<file path="config.mk">
export PLATFORM = sky130hd
export DESIGN_NAME = touch_swipe_direction_flat
export DESIGN_NICKNAME = d
export VERILOG_FILES = /design/src/hw/rtl/tsd_pkg.sv /design/src/hw/rtl/tsd_event_if.sv /design/src/hw/rtl/tsd_dir_if.sv /design/src/hw/rtl/tsd_cfg_if.sv /design/src/hw/rtl/touch_swipe_direction.sv /design/src/flat_wrapper.sv
export VERILOG_INCLUDE_DIRS = /design/src /design/src/hw/rtl
export SDC_FILE = /design/constraint.sdc
export NUM_CORES = 1
export LEC_CHECK = 0
export BUFFER_PORTS_ARGS = -buffer_cell sky130_fd_sc_hd__buf_4
export CAP_MARGIN = 20
export CORE_MARGIN = 2
export CORE_UTILIZATION = 50
export DETAILED_ROUTE_END_ITERATION = 7
export MAX_ROUTING_LAYER = met4
export PLACE_DENSITY = 0.82
export SKIP_CTS_REPAIR_TIMING = 1
export SLEW_MARGIN = 20
export SYNTH_ARGS = -nofsm -noshare
export SYNTH_HDL_FRONTEND = slang
export SYNTH_SLANG_ARGS = --single-unit
</file>
<file path="constraint.sdc">
create_clock -name clk -period 3.4 [get_ports clk]
set_clock_uncertainty 0.05 [all_clocks]
set_input_delay 0.51 -clock clk [delete_from_list [all_inputs] [get_ports clk]]
set_output_delay 0.51 -clock clk [all_outputs]
set_load 0.1 [all_outputs]
</file>
<file path="src/hw/rtl/touch_swipe_direction_defines.svh">
// assertion macros for the swipe detector
`ifndef TOUCH_SWIPE_DIRECTION_DEFINES_SVH
`define TOUCH_SWIPE_DIRECTION_DEFINES_SVH

// condition and consequence in the same cycle
`define TSD_ASSERT_NOW(lbl, ante, cons) \
	lbl: assert property (@(posedge clk) disable iff (!arst_n) (ante) |-> (cons)) \
		else $error("swipe detector check failed");

// consequence in the cycle after the condition
`define TSD_ASSERT_NEXT(lbl, ante, cons) \
	lbl: assert property (@(posedge clk) disable iff (!arst_n) (ante) |=> (cons)) \
		else $error("swipe detector check failed");

`endif

</file>
<file path="src/hw/rtl/tsd_pkg.sv">
package tsd_pkg;

	localparam int COORD_BITS = 12;
	localparam int KIND_BITS  = 3;
	localparam int VALUE_BITS = 12;
	localparam int DIR_BITS   = 3;
	localparam int LIMIT_BITS = 12;

	typedef logic [KIND_BITS-1:0]  kind_t;
	typedef logic [VALUE_BITS-1:0] value_t;
	typedef logic [DIR_BITS-1:0]   dir_t;
	typedef logic [LIMIT_BITS-1:0] limit_t;
	typedef logic [COORD_BITS-1:0] coord_t;

	localparam kind_t KIND_X        = 3'd0;
	localparam kind_t KIND_Y        = 3'd1;
	localparam kind_t KIND_PRESSURE = 3'd2;
	localparam kind_t KIND_KEY      = 3'd3;

	localparam dir_t DIR_UP    = 3'd0;
	localparam dir_t DIR_DOWN  = 3'd1;
	localparam dir_t DIR_LEFT  = 3'd2;
	localparam dir_t DIR_RIGHT = 3'd3;
	localparam dir_t DIR_QUIT  = 3'd4;

	localparam limit_t QUIT_LIMIT_RESET = 12'd480;

endpackage

</file>
<file path="src/hw/rtl/tsd_event_if.sv">
interface tsd_event_if;
	logic               valid;
	logic               ready;
	tsd_pkg::kind_t     event_kind;
	tsd_pkg::value_t    event_value;

	modport source (output valid, output event_kind, output event_value, input ready);
	modport sink (input valid, input event_kind, input event_value, output ready);
endinterface

</file>
<file path="src/hw/rtl/tsd_dir_if.sv">
interface tsd_dir_if;
	logic           valid;
	logic           ready;
	tsd_pkg::dir_t  direction;

	modport source (output valid, output direction, input ready);
	modport sink (input valid, input direction, output ready);
endinterface

</file>
<file path="src/hw/rtl/tsd_cfg_if.sv">
interface tsd_cfg_if;
	logic             valid;
	logic             ready;
	tsd_pkg::limit_t  quit_start_limit;

	modport source (output valid, output quit_start_limit, input ready);
	modport sink (input valid, input quit_start_limit, output ready);
endinterface

</file>
<file path="src/hw/rtl/touch_swipe_direction.sv">
// Swipe direction detector. Touch events (x, y, pressure, key) enter on evt, one word per
// cycle when nothing stalls; the first and latest value of each axis are tracked, and a zero
// pressure or a key release ends the gesture and emits one direction word on res (up, down,
// left, right, or quit for an upward swipe whose start y is above quit_start_limit). Each
// ending event passes the input then the result register before its direction word appears.
// Throughput is one event per cycle; the input stage stalls only when it holds an ending
// event while the result register still holds an untaken word. The user must write the quit
// limit, 480 after reset, on cfg only while no gesture word is in flight (not enforced).
`include "touch_swipe_direction_defines.svh"

module touch_swipe_direction (
	input  logic    clk,
	input  logic    arst_n,
	tsd_event_if.sink   evt,
	tsd_dir_if.source   res,
	tsd_cfg_if.sink     cfg
);
	import tsd_pkg::*;

	localparam int CMP_BITS = (COORD_BITS > LIMIT_BITS) ? COORD_BITS : LIMIT_BITS;

	logic   valid_s1;
	kind_t  kind_s1;
	value_t value_s1;

	coord_t start_x_q, start_y_q, last_x_q, last_y_q;
	logic   seen_x_q, seen_y_q;
	limit_t limit_q;

	logic   res_valid_q;
	dir_t   direction_s2;

	logic   done_s1;
	logic   adv_s1;
	logic   fire_s1;
	coord_t coord_s1;
	coord_t dx, dy;
	dir_t   dir_next;

	assign coord_s1 = COORD_BITS'(value_s1);
	assign done_s1  = ((kind_s1 == KIND_PRESSURE) || (kind_s1 == KIND_KEY)) && (value_s1 == '0);
	assign adv_s1   = !done_s1 || !res_valid_q || res.ready;
	assign fire_s1  = valid_s1 && adv_s1;
	assign evt.ready = !valid_s1 || adv_s1;
	assign cfg.ready = 1'b1;
	assign res.valid = res_valid_q;
	assign res.direction = direction_s2;

	always_comb begin
		dx = (start_x_q > last_x_q) ? (start_x_q - last_x_q) : (last_x_q - start_x_q);
		dy = (start_y_q > last_y_q) ? (start_y_q - last_y_q) : (last_y_q - start_y_q);
		if (dy > dx) begin
			if (last_y_q < start_y_q) begin
				if (CMP_BITS'(start_y_q) > CMP_BITS'(limit_q)) begin
					dir_next = DIR_QUIT;
				end else begin
					dir_next = DIR_UP;
				end
			end else begin
				dir_next = DIR_DOWN;
			end
		end else if (last_x_q < start_x_q) begin
			dir_next = DIR_LEFT;
		end else begin
			dir_next = DIR_RIGHT;
		end
	end

	// input register
	always_ff @(posedge clk or negedge arst_n) begin
		if (!arst_n) begin
			valid_s1 <= 1'b0;
		end else if (evt.ready) begin
			valid_s1 <= evt.valid;
		end
	end

	always_ff @(posedge clk) begin
		if (evt.valid && evt.ready) begin
			kind_s1  <= evt.event_kind;
			value_s1 <= evt.event_value;
		end
	end

	// gesture state
	always_ff @(posedge clk or negedge arst_n) begin
		if (!arst_n) begin
			start_x_q <= '0;
			start_y_q <= '0;
			last_x_q  <= '0;
			last_y_q  <= '0;
			seen_x_q  <= 1'b0;
			seen_y_q  <= 1'b0;
		end else if (fire_s1) begin
			if (done_s1) begin
				start_x_q <= '0;
				start_y_q <= '0;
				last_x_q  <= '0;
				last_y_q  <= '0;
				seen_x_q  <= 1'b0;
				seen_y_q  <= 1'b0;
			end else if (kind_s1 == KIND_X) begin
				if (!seen_x_q) begin
					start_x_q <= coord_s1;
				end
				seen_x_q <= 1'b1;
				last_x_q <= coord_s1;
			end else if (kind_s1 == KIND_Y) begin
				if (!seen_y_q) begin
					start_y_q <= coord_s1;
				end
				seen_y_q <= 1'b1;
				last_y_q <= coord_s1;
			end
		end
	end

	always_ff @(posedge clk or negedge arst_n) begin
		if (!arst_n) begin
			limit_q <= QUIT_LIMIT_RESET;
		end else if (cfg.valid && cfg.ready) begin
			limit_q <= cfg.quit_start_limit;
		end
	end

	// result register
	always_ff @(posedge clk or negedge arst_n) begin
		if (!arst_n) begin
			res_valid_q <= 1'b0;
		end else if (fire_s1 && done_s1) begin
			res_valid_q <= 1'b1;
		end else if (res.ready) begin
			res_valid_q <= 1'b0;
		end
	end

	always_ff @(posedge clk) begin
		if (fire_s1 && done_s1) begin
			direction_s2 <= dir_next;
		end
	end

	`TSD_ASSERT_NEXT(a_end_gives_word, fire_s1 && done_s1, res_valid_q)
	`TSD_ASSERT_NEXT(a_end_clears_state, fire_s1 && done_s1, !seen_x_q && !seen_y_q)
	`TSD_ASSERT_NOW(a_unseen_x_zero, !seen_x_q, (start_x_q == '0) && (last_x_q == '0))
	`TSD_ASSERT_NOW(a_unseen_y_zero, !seen_y_q, (start_y_q == '0) && (last_y_q == '0))

endmodule

</file>
<file path="src/flat_wrapper.sv">
// flat-port wrapper written by rule: the top's interface ports become plain ports
module touch_swipe_direction_flat import tsd_pkg::*;
  (clk, arst_n, evt_valid, evt_event_kind, evt_event_value, evt_ready, res_valid, res_direction, res_ready, cfg_valid, cfg_quit_start_limit, cfg_ready);
  tsd_event_if evt_i ();
  tsd_dir_if res_i ();
  tsd_cfg_if cfg_i ();
  input  logic clk;
  input  logic arst_n;
  input wire logic [$bits(evt_i.valid)-1:0] evt_valid;
  input wire logic [$bits(evt_i.event_kind)-1:0] evt_event_kind;
  input wire logic [$bits(evt_i.event_value)-1:0] evt_event_value;
  output wire logic [$bits(evt_i.ready)-1:0] evt_ready;
  output wire logic [$bits(res_i.valid)-1:0] res_valid;
  output wire logic [$bits(res_i.direction)-1:0] res_direction;
  input wire logic [$bits(res_i.ready)-1:0] res_ready;
  input wire logic [$bits(cfg_i.valid)-1:0] cfg_valid;
  input wire logic [$bits(cfg_i.quit_start_limit)-1:0] cfg_quit_start_limit;
  output wire logic [$bits(cfg_i.ready)-1:0] cfg_ready;
  assign evt_i.valid = evt_valid;
  assign evt_i.event_kind = evt_event_kind;
  assign evt_i.event_value = evt_event_value;
  assign evt_ready = evt_i.ready;
  assign res_valid = res_i.valid;
  assign res_direction = res_i.direction;
  assign res_i.ready = res_ready;
  assign cfg_i.valid = cfg_valid;
  assign cfg_i.quit_start_limit = cfg_quit_start_limit;
  assign cfg_ready = cfg_i.ready;
  touch_swipe_direction u_core (.clk(clk), .arst_n(arst_n), .evt(evt_i), .res(res_i), .cfg(cfg_i));
endmodule
</file>
==> metrics.md, run 1 <==
| Metric | Value |
|---|---|
| Die W | `about 110 um` |
| DR vias | `between 4,000 and 5,000` |
| Hpwl dp | `11,900 um` |
| Hold crit path type | `primary input to asynchronous set/reset pin` |
| Most common cell in the netlist | `ha_1` |
| Synth top cells by count | `ha_1 (72), inv_1 (70), dfrtp_1 (60)` |
| CTS H-tree depth | `3` |
| Design area | `0.00752 mm2` |
| Req. time, crit path | `3.43 ns` |
| Vias in the first global route | `between 5,000 and 6,000` |
| Final GP Congestion | `roughly 0.96` |
| Mapped cell area | `roughly 0.0059 mm2` |
| Yosys warnings | `0` |
| Prevailing post-synth register cell | `dfrtp_1` |
| Area Growth Syn to Fin | `27.1%` |
| Placed cell count | `~900` |
| Total chip power | `~0.0081 W` |
| Core Region | `approximately 0.011 mm2` |
| Async SR Flop Fraction | `between 70% and 80%` |
| Clock-pin slew of the registers on the worst-case setup and hold paths | `roughly 0.060 ns` |
| Setup crit start kind | `flip-flop` |
| Area leader, netlist | `dfrtp_1` |
| Worst R2R End | `u_core.res.direction[0]` |
| Largest fanout on the critical path | `3` |
| Arr. time, crit path | `3.75 ns` |
| Worst reg2reg setup slack | `-0.32 ns` |
| Avg WL per Cell | `around 17 um` |
| Initial antenna violation count | `0` |
| Total GRT Usage | `roughly 26%` |
| Routed WL | `between 15,000 and 20,000 um` |
| Seq cells post-synth | `82` |
| Worst-Margin Slew | `slightly above 0.8 ns` |
| Reg2Reg Launch Point | `u_core.last_y_q[0]` |
| Critical path capture point type | `flip-flop` |
| Failing checks | `setup timing` |
| CTS tree | `built` |
| Hold Fails Final Rpt | `0` |
| Sequential area share after synthesis | `a little over a third` |
| ANT cells | `0` |
| Slowest CP cell | `fa_2` |
| Crit-path leading delay family | `compound AO/OA/AOI/OAI gates` |
| DRT Pass-1 Iters | `5` |
| Status | `finished, violations left` |
| Syn nets | `about 710` |
| Layout cells sized above 1 | `28.2%` |
| Crit share post-route | `110%` |
| Die Area | `approximately 0.013 mm2` |
| IO Pins | `38` |
| Bufs and invs on worst path | `3` |
| Largest net degree at the start of global routing | `65` |
| RSZ-0062 raised after global routing | `true` |
| Total gr overflow | `0` |
| Setup slack after layout | `-0.324 ns` |
| Net count, final | `855` |
| P per Cell Area | `around 1100 mW/mm2` |
| # setup viols final | `3` |
| Clock latency on the worst-skew pair | `about 0.33 ns` |
| CTS root buffer | `clkbuf_16` |
| CP max stage delay | `between 0.3 and 0.4 ns` |
| Final slew viol count | `0` |
| Synthesized instance count | `between 600 and 700` |
| Final setup TNS | `-0.684 ns` |
| Vias per Instance | `about 5.5` |
| Worst R2R Path Depth | `17` |
| CTS sink cnt | `between 80 and 90` |
| Post-synth top area share | `25.4%` |
| Remaining antenna violation count | `0` |
| Placed cell area | `0.00713 mm2` |
| Library cells used by synthesis | `between 60 and 70` |
| Port Buffers | `36` |
| Crit path top cell by count | `and3_4` |
| First-pass GRT wire length | `25,400 um` |
| P_leak | `about 3.7 nW` |
| Tmin final | `about 3.7 ns` |
| CP Class | `flip-flop to flip-flop` |
| Fmax | `269 MHz` |
| CTS Buf Count | `9` |
| Max clock buf depth | `2` |
| Top area cells in the synthesized netlist | `dfrtp_1 (25%), ha_1 (15%), edfxtp_1 (9.1%)` |
| # DRC | `0` |
| Slew margin rel. | `about 45%` |
| Avg Synthesized Cell Area | `~9.8 um2` |
| Maxcap violations | `0` |
| Post-Layout Cell Count | `895` |
| Std cell rows | `39` |
| Crit-path cells | `inv_1 > ha_2 > inv_2 > fa_2 > a21o_4 > a221oi_4 > o21a_2 > buf_4 > mux2i_1 > xor2_1 > ha_1 > and4_1 > and3_4 > and3_4 > a31o_4 > a2111oi_4 > a21oi_1` |
| Die Y | `~110 um` |
| Detailed Route Iter0 Violations | `roughly 340` |
| Starting Density | `51.6%` |
| VDD IR-drop max | `0.000598 V` |
| Layout fillers | `~810` |
| Number of flops mapped to enable cells by yosys | `18` |
-- routing by layer --
layer / wire, um / vias up / track usage (%)
met5: 0 / - / -
met4: 294 / 0 / 8.70
met1: 6770 / 2371 / 33.1
li1: - / 2391 / -
met3: 585 / 24 / 2.41
met2: 7630 / 138 / 43.4
-- cell type report --
type	count	area, um2	area share (%)
inverter	70	263	3.50
tap	143	179	2.38
clock buffer	11	233	3.10
sequential	82	2150	28.6
multi-input combinational	426	3440	45.8
clock inverter	5	56.3	0.749
timing repair buffer	158	1200	15.9
-- cell families (layout without fill, tap and decap cells) --
group | Yosys count | after routing | share of synthesized area (%)
DFF | 82 | 82 | 36.3
AOI/OAI and AO/OA | 147 | 147 | 16.6
adders and majority gates | 76 | 76 | 16.6
xor gates and xnor gates | 20 | 20 | 2.96
buffers and inverters | 97 | 244 | 7.74
other | 1 | 1 | 0.0634
muxes | 47 | 47 | 8.52
and+or+nand+nor | 135 | 135 | 11.3
-- how the worst max path moves through the flow --
stage                                    from                      end  cells after the start
after floorplan           u_core.start_y_q[0]  u_core.res.direction[0]                     17
after global routing       u_core.last_y_q[4]  u_core.res.direction[2]                     18
after global placement    u_core.start_y_q[8]  u_core.res.direction[0]                     13
after CTS                  u_core.last_y_q[7]  u_core.res.direction[0]                     15
after detailed placement   u_core.last_y_q[7]  u_core.res.direction[0]                     15
final                      u_core.last_y_q[0]  u_core.res.direction[0]                     17
-- sequential cells by signal (all words and copies together), names as in the netlist --
name / count
u_core.coord_s1: 12
u_core.last_x_q: 12
u_core.last_y_q: 12
u_core.limit_q: 12
u_core.start_x_q: 12
u_core.start_y_q: 12
u_core.kind_s1: 3
u_core.res.direction: 3
u_core.res.valid: 1
u_core.seen_x_q: 1
u_core.seen_y_q: 1
u_core.valid_s1: 1
-- metrics by stage --
step / hold WS (ns) / utilization, % / setup slack [ns]
floorplan: 0.164 / - / -0.154
global placement: 0.408 / 62.2 / -0.341
global route: 0.294 / 65.6 / -0.515
detailed placement: 0.435 / 62.2 / -0.461
CTS: 0.254 / 64.7 / -0.492
finish: 0.222 / 65.6 / -0.324
-- placed cells by master, fill, tap and decap left out, types with 3 or more instances in the layout --
| cell type | instances |
|---|---|
| xnor2_1 | 9 |
| and3_1 | 5 |
| mux2i_1 | 19 |
| dfrtp_1 | 60 |
| buf_4 | 157 |
| o21ai_2 | 3 |
| and2_1 | 3 |
| nand3_1 | 5 |
| mux2_1 | 26 |
| edfxtp_1 | 18 |
| nand2_1 | 54 |
| nand4_1 | 10 |
| o21a_1 | 4 |
| nand3b_1 | 3 |
| xor2_1 | 11 |
| inv_1 | 68 |
| dfstp_2 | 4 |
| o31ai_1 | 20 |
| or2_1 | 4 |
| nor2b_1 | 6 |
| clkbuf_16 | 9 |
| ha_1 | 70 |
| fa_2 | 3 |
| a21o_1 | 18 |
| nor3_1 | 4 |
| a22o_1 | 3 |
| o211ai_1 | 3 |
| o21ai_0 | 23 |
| a21oi_1 | 40 |
| nor2_1 | 20 |
| nand2b_1 | 4 |
| o21bai_1 | 4 |
| o21ai_1 | 4 |
-- power by group --
| part | switching [W] | internal (W) |
|---|---|---|
| registers | 0.000162 | 0.00128 |
| logic | 0.00285 | 0.00287 |
| clock network | 0.000398 | 0.000569 |
| total | 0.00341 | 0.00473 |
Note: power is estimated with default switching activity, not from simulation.
==> run 2: changes to the inputs <==
Settings changed: CORE_MARGIN 2 to 5.
==> metrics.md, run 2 (synthesis gave the netlist of run 1 again) <==
| Metric | Value |
|---|---|
| Status | `finished, violations left` |
| Failing checks | `setup timing` |
| Routing usage on met3 | `2.44% (+0.025 points)` |
| Initial antenna violation count | `0 (unchanged)` |
| Psw | `0.00344 W (+0.89%)` |
| Worst R2R Path Depth | `18 (+1)` |
| Clock network power share | `11.9% (about the same)` |
| Fin util | `65.4% (-0.20 points)` |
| Tmin final | `3.78 ns (+0.0596 ns)` |
| CP Class | `flip-flop to flip-flop` |
| # DRC | `0 (unchanged)` |
| Total GRT Usage | `22.4% (-3.5 points)` |
| Reg power frac | `17.5% (-0.3 points)` |
| Worst-Margin Slew | `0.849 ns (+0.0285 ns)` |
| Worst reg2reg setup slack | `-0.38 ns (-0.06 ns)` |
| Largest fanout on the critical path | `8 (+5)` |
| Starting Density | `51.4% (-0.22 points)` |
| Detailed Route Iter0 Violations | `334 (-1.2%)` |
| Setup slack after layout | `-0.384 ns (-0.0596 ns)` |
| Std cell rows | `39 (unchanged)` |
| GRT met1 Usage | `26.9% (-6.3 points)` |
| Maxcap violations | `0 (unchanged)` |
| P per Cell Area | `1100 mW/mm2 (+1.9%)` |
| Arr. time, crit path | `3.95 ns (+0.20 ns)` |
| Die Y | `119 um (+5.3%)` |
| VDD IR-drop max | `0.000558 V (-6.7%)` |
| Largest net degree at the start of global routing | `65 (unchanged)` |
| Final GP Congestion | `0.893 (-7.4%)` |
| Hpwl dp | `11,600 um (-2.3%)` |
| First-pass GRT wire length | `25,000 um (-1.8%)` |
| Crit share post-route | `111% (+1.8 points)` |
| Setup crit start kind | `flip-flop` |
| CTS sink cnt | `82 (unchanged)` |
| Core Region | `0.0115 mm2 (+0.43%)` |
| CTS H-tree depth | `3 (unchanged)` |
| Fmax | `264 MHz (-1.6%)` |
| Sw Share | `41.4% (-0.48 points)` |
| Slew margin rel. | `43.4% (-1.9 points)` |
| Most frequent cells in the layout | `buf_4 (160), ha_1 (70), inv_1 (68)` |
| Final slew viol count | `0 (unchanged)` |
| CTS tree | `built` |
| IO Pins | `38 (unchanged)` |
| Layout fillers | `852 (+5.6%)` |
| Multi-input logic area | `0.00342 mm2 (-0.58%)` |
| Critical path capture point type | `flip-flop` |
| Remaining antenna violation count | `0 (unchanged)` |
| Leading cell type in the layout, fill and taps excluded | `buf_4` |
| Internal power | `0.00486 W (+2.9%)` |
| Comb pwr share | `70.6% (+0.2 points)` |
| Layout cells sized above 1 | `28.7% (+0.55 points)` |
| Worst R2R End | `u_core.res.direction[2]` |
| Vias per Instance | `5.54 (+0.76%)` |
| Top Usage Layer GRT | `met2` |
| WHS | `0.217 ns (-0.00490 ns)` |
| Register area | `0.00215 mm2 (about the same)` |
| CTS root buffer | `clkbuf_16` |
| Port Buffers | `36 (unchanged)` |
| Vias in the first global route | `5,180 (+1.6%)` |
| Req. time, crit path | `3.57 ns (+0.14 ns)` |
| Die W | `119 um (+5.3%)` |
| CTS Buf Count | `9 (unchanged)` |
| P_leak | `3.69 nW (about the same)` |
| Area Growth Syn to Fin | `27.2%` |
| DRT Pass-1 Iters | `5 (unchanged)` |
| RSZ-0062 raised after global routing | `true` |
| DR vias | `4,978 (+1.1%)` |
| Avg WL per Cell | `17.1 um (about the same)` |
| Clock latency on the worst-skew pair | `0.35 ns (+0.02 ns)` |
| Die Area | `0.0141 mm2 (+11%)` |
| # setup viols final | `3 (unchanged)` |
| Reg2Reg Launch Point | `u_core.start_x_q[0]` |
| GR Layer Usage met2 | `38.0% (-5.4 points)` |
| Routed WL | `15,300 um (+0.26%)` |
| Clock-pin slew of the registers on the worst-case setup and hold paths | `0.07 ns (about the same)` |
| Hold crit path type | `primary input to asynchronous set/reset pin` |
| ANT cells | `0 (unchanged)` |
| Hold Fails Final Rpt | `0 (unchanged)` |
| Total gr overflow | `0 (unchanged)` |
| Net count, final | `858 (+0.35%)` |
| Max clock buf depth | `2 (unchanged)` |
[run 2: changes by cell type in the layout (fill, tap and decap cells not counted), moves of 2 or more]
| cell | change |
|---|---|
| buf_4 | +3 |
| inv_6 | +2 |
| a21oi_2 | +2 |
| a21oi_1 | -2 |
[run 2: stage by stage]
stage | TNS, ns | std cells | cell area, um2 | worst slack [ns] | total power, W
6_report | -0.805 | 898 | 7530 | -0.384 | 0.00831
5_1_grt | -1.28 | 898 | 7530 | -0.556 | 0.00900
4_1_cts | -1.06 | 892 | 7410 | -0.494 | 0.00799
3_5_place_dp | -0.889 | 876 | 7120 | -0.420 | 0.00692
3_3_place_gp | -0.577 | 876 | 7120 | -0.295 | 0.00670
2_1_floorplan | -0.294 | 605 | 5950 | -0.154 | 0.00506
[run 2: worst max-delay path by stage]
stage                             start                       to  slack [ns]  depth (start not counted)
floorplan           u_core.start_y_q[0]  u_core.res.direction[0]       -0.15                         17
global placement    u_core.start_y_q[0]  u_core.res.direction[0]       -0.29                         17
detailed placement   u_core.last_y_q[0]  u_core.res.direction[0]       -0.42                         17
CTS                 u_core.start_x_q[0]  u_core.res.direction[0]       -0.49                         18
global route         u_core.last_y_q[0]  u_core.res.direction[2]       -0.56                         17
finish              u_core.start_x_q[0]  u_core.res.direction[2]       -0.38                         18
[run 2: per-layer routing]
metal | wire (um) | share of wire (%) | up-vias
li1 | - | - | 2392
met4 | 444 | 2.9 | 0
met2 | 7750 | 51 | 150
met3 | 639 | 4.2 | 32
met5 | 0 | 0 | -
met1 | 6490 | 42 | 2404
[run 2: power groups by stage]
stage                     Clock, W  Combinational, W  Sequential (W)
final                     0.000988           0.00586         0.00145
after CTS                 0.000992           0.00555         0.00145
after floorplan                  0           0.00363         0.00144
after global routing       0.00104           0.00648         0.00148
after global placement           0           0.00525         0.00145
after detailed placement         0           0.00546         0.00147
[run 2: cell type report]
class,count,share of cell area [%]
clock inverters,6,0.865
repair buffers,161,16.2
clock buffers,10,3.04
multi-input cells,426,45.5
flip-flops and latches,82,28.5
well taps,143,2.38
inverters,70,3.49
[run 2: critical path, stage by stage (launching register included)]
cell and delay [ns]:
dfrtp_1 0.38, inv_1 0.07, ha_1 0.16, inv_1 0.06, fa_2 0.36, nand3_2 0.10, a21oi_2 0.08, nor3_2 0.23
a21boi_1 0.10, buf_4 0.19, mux2i_2 0.19, xor2_1 0.22, ha_1 0.27, and4_1 0.20, and3_4 0.19, and3_4 0.15
a31o_4 0.22, a2111oi_4 0.24, o211a_1 0.20
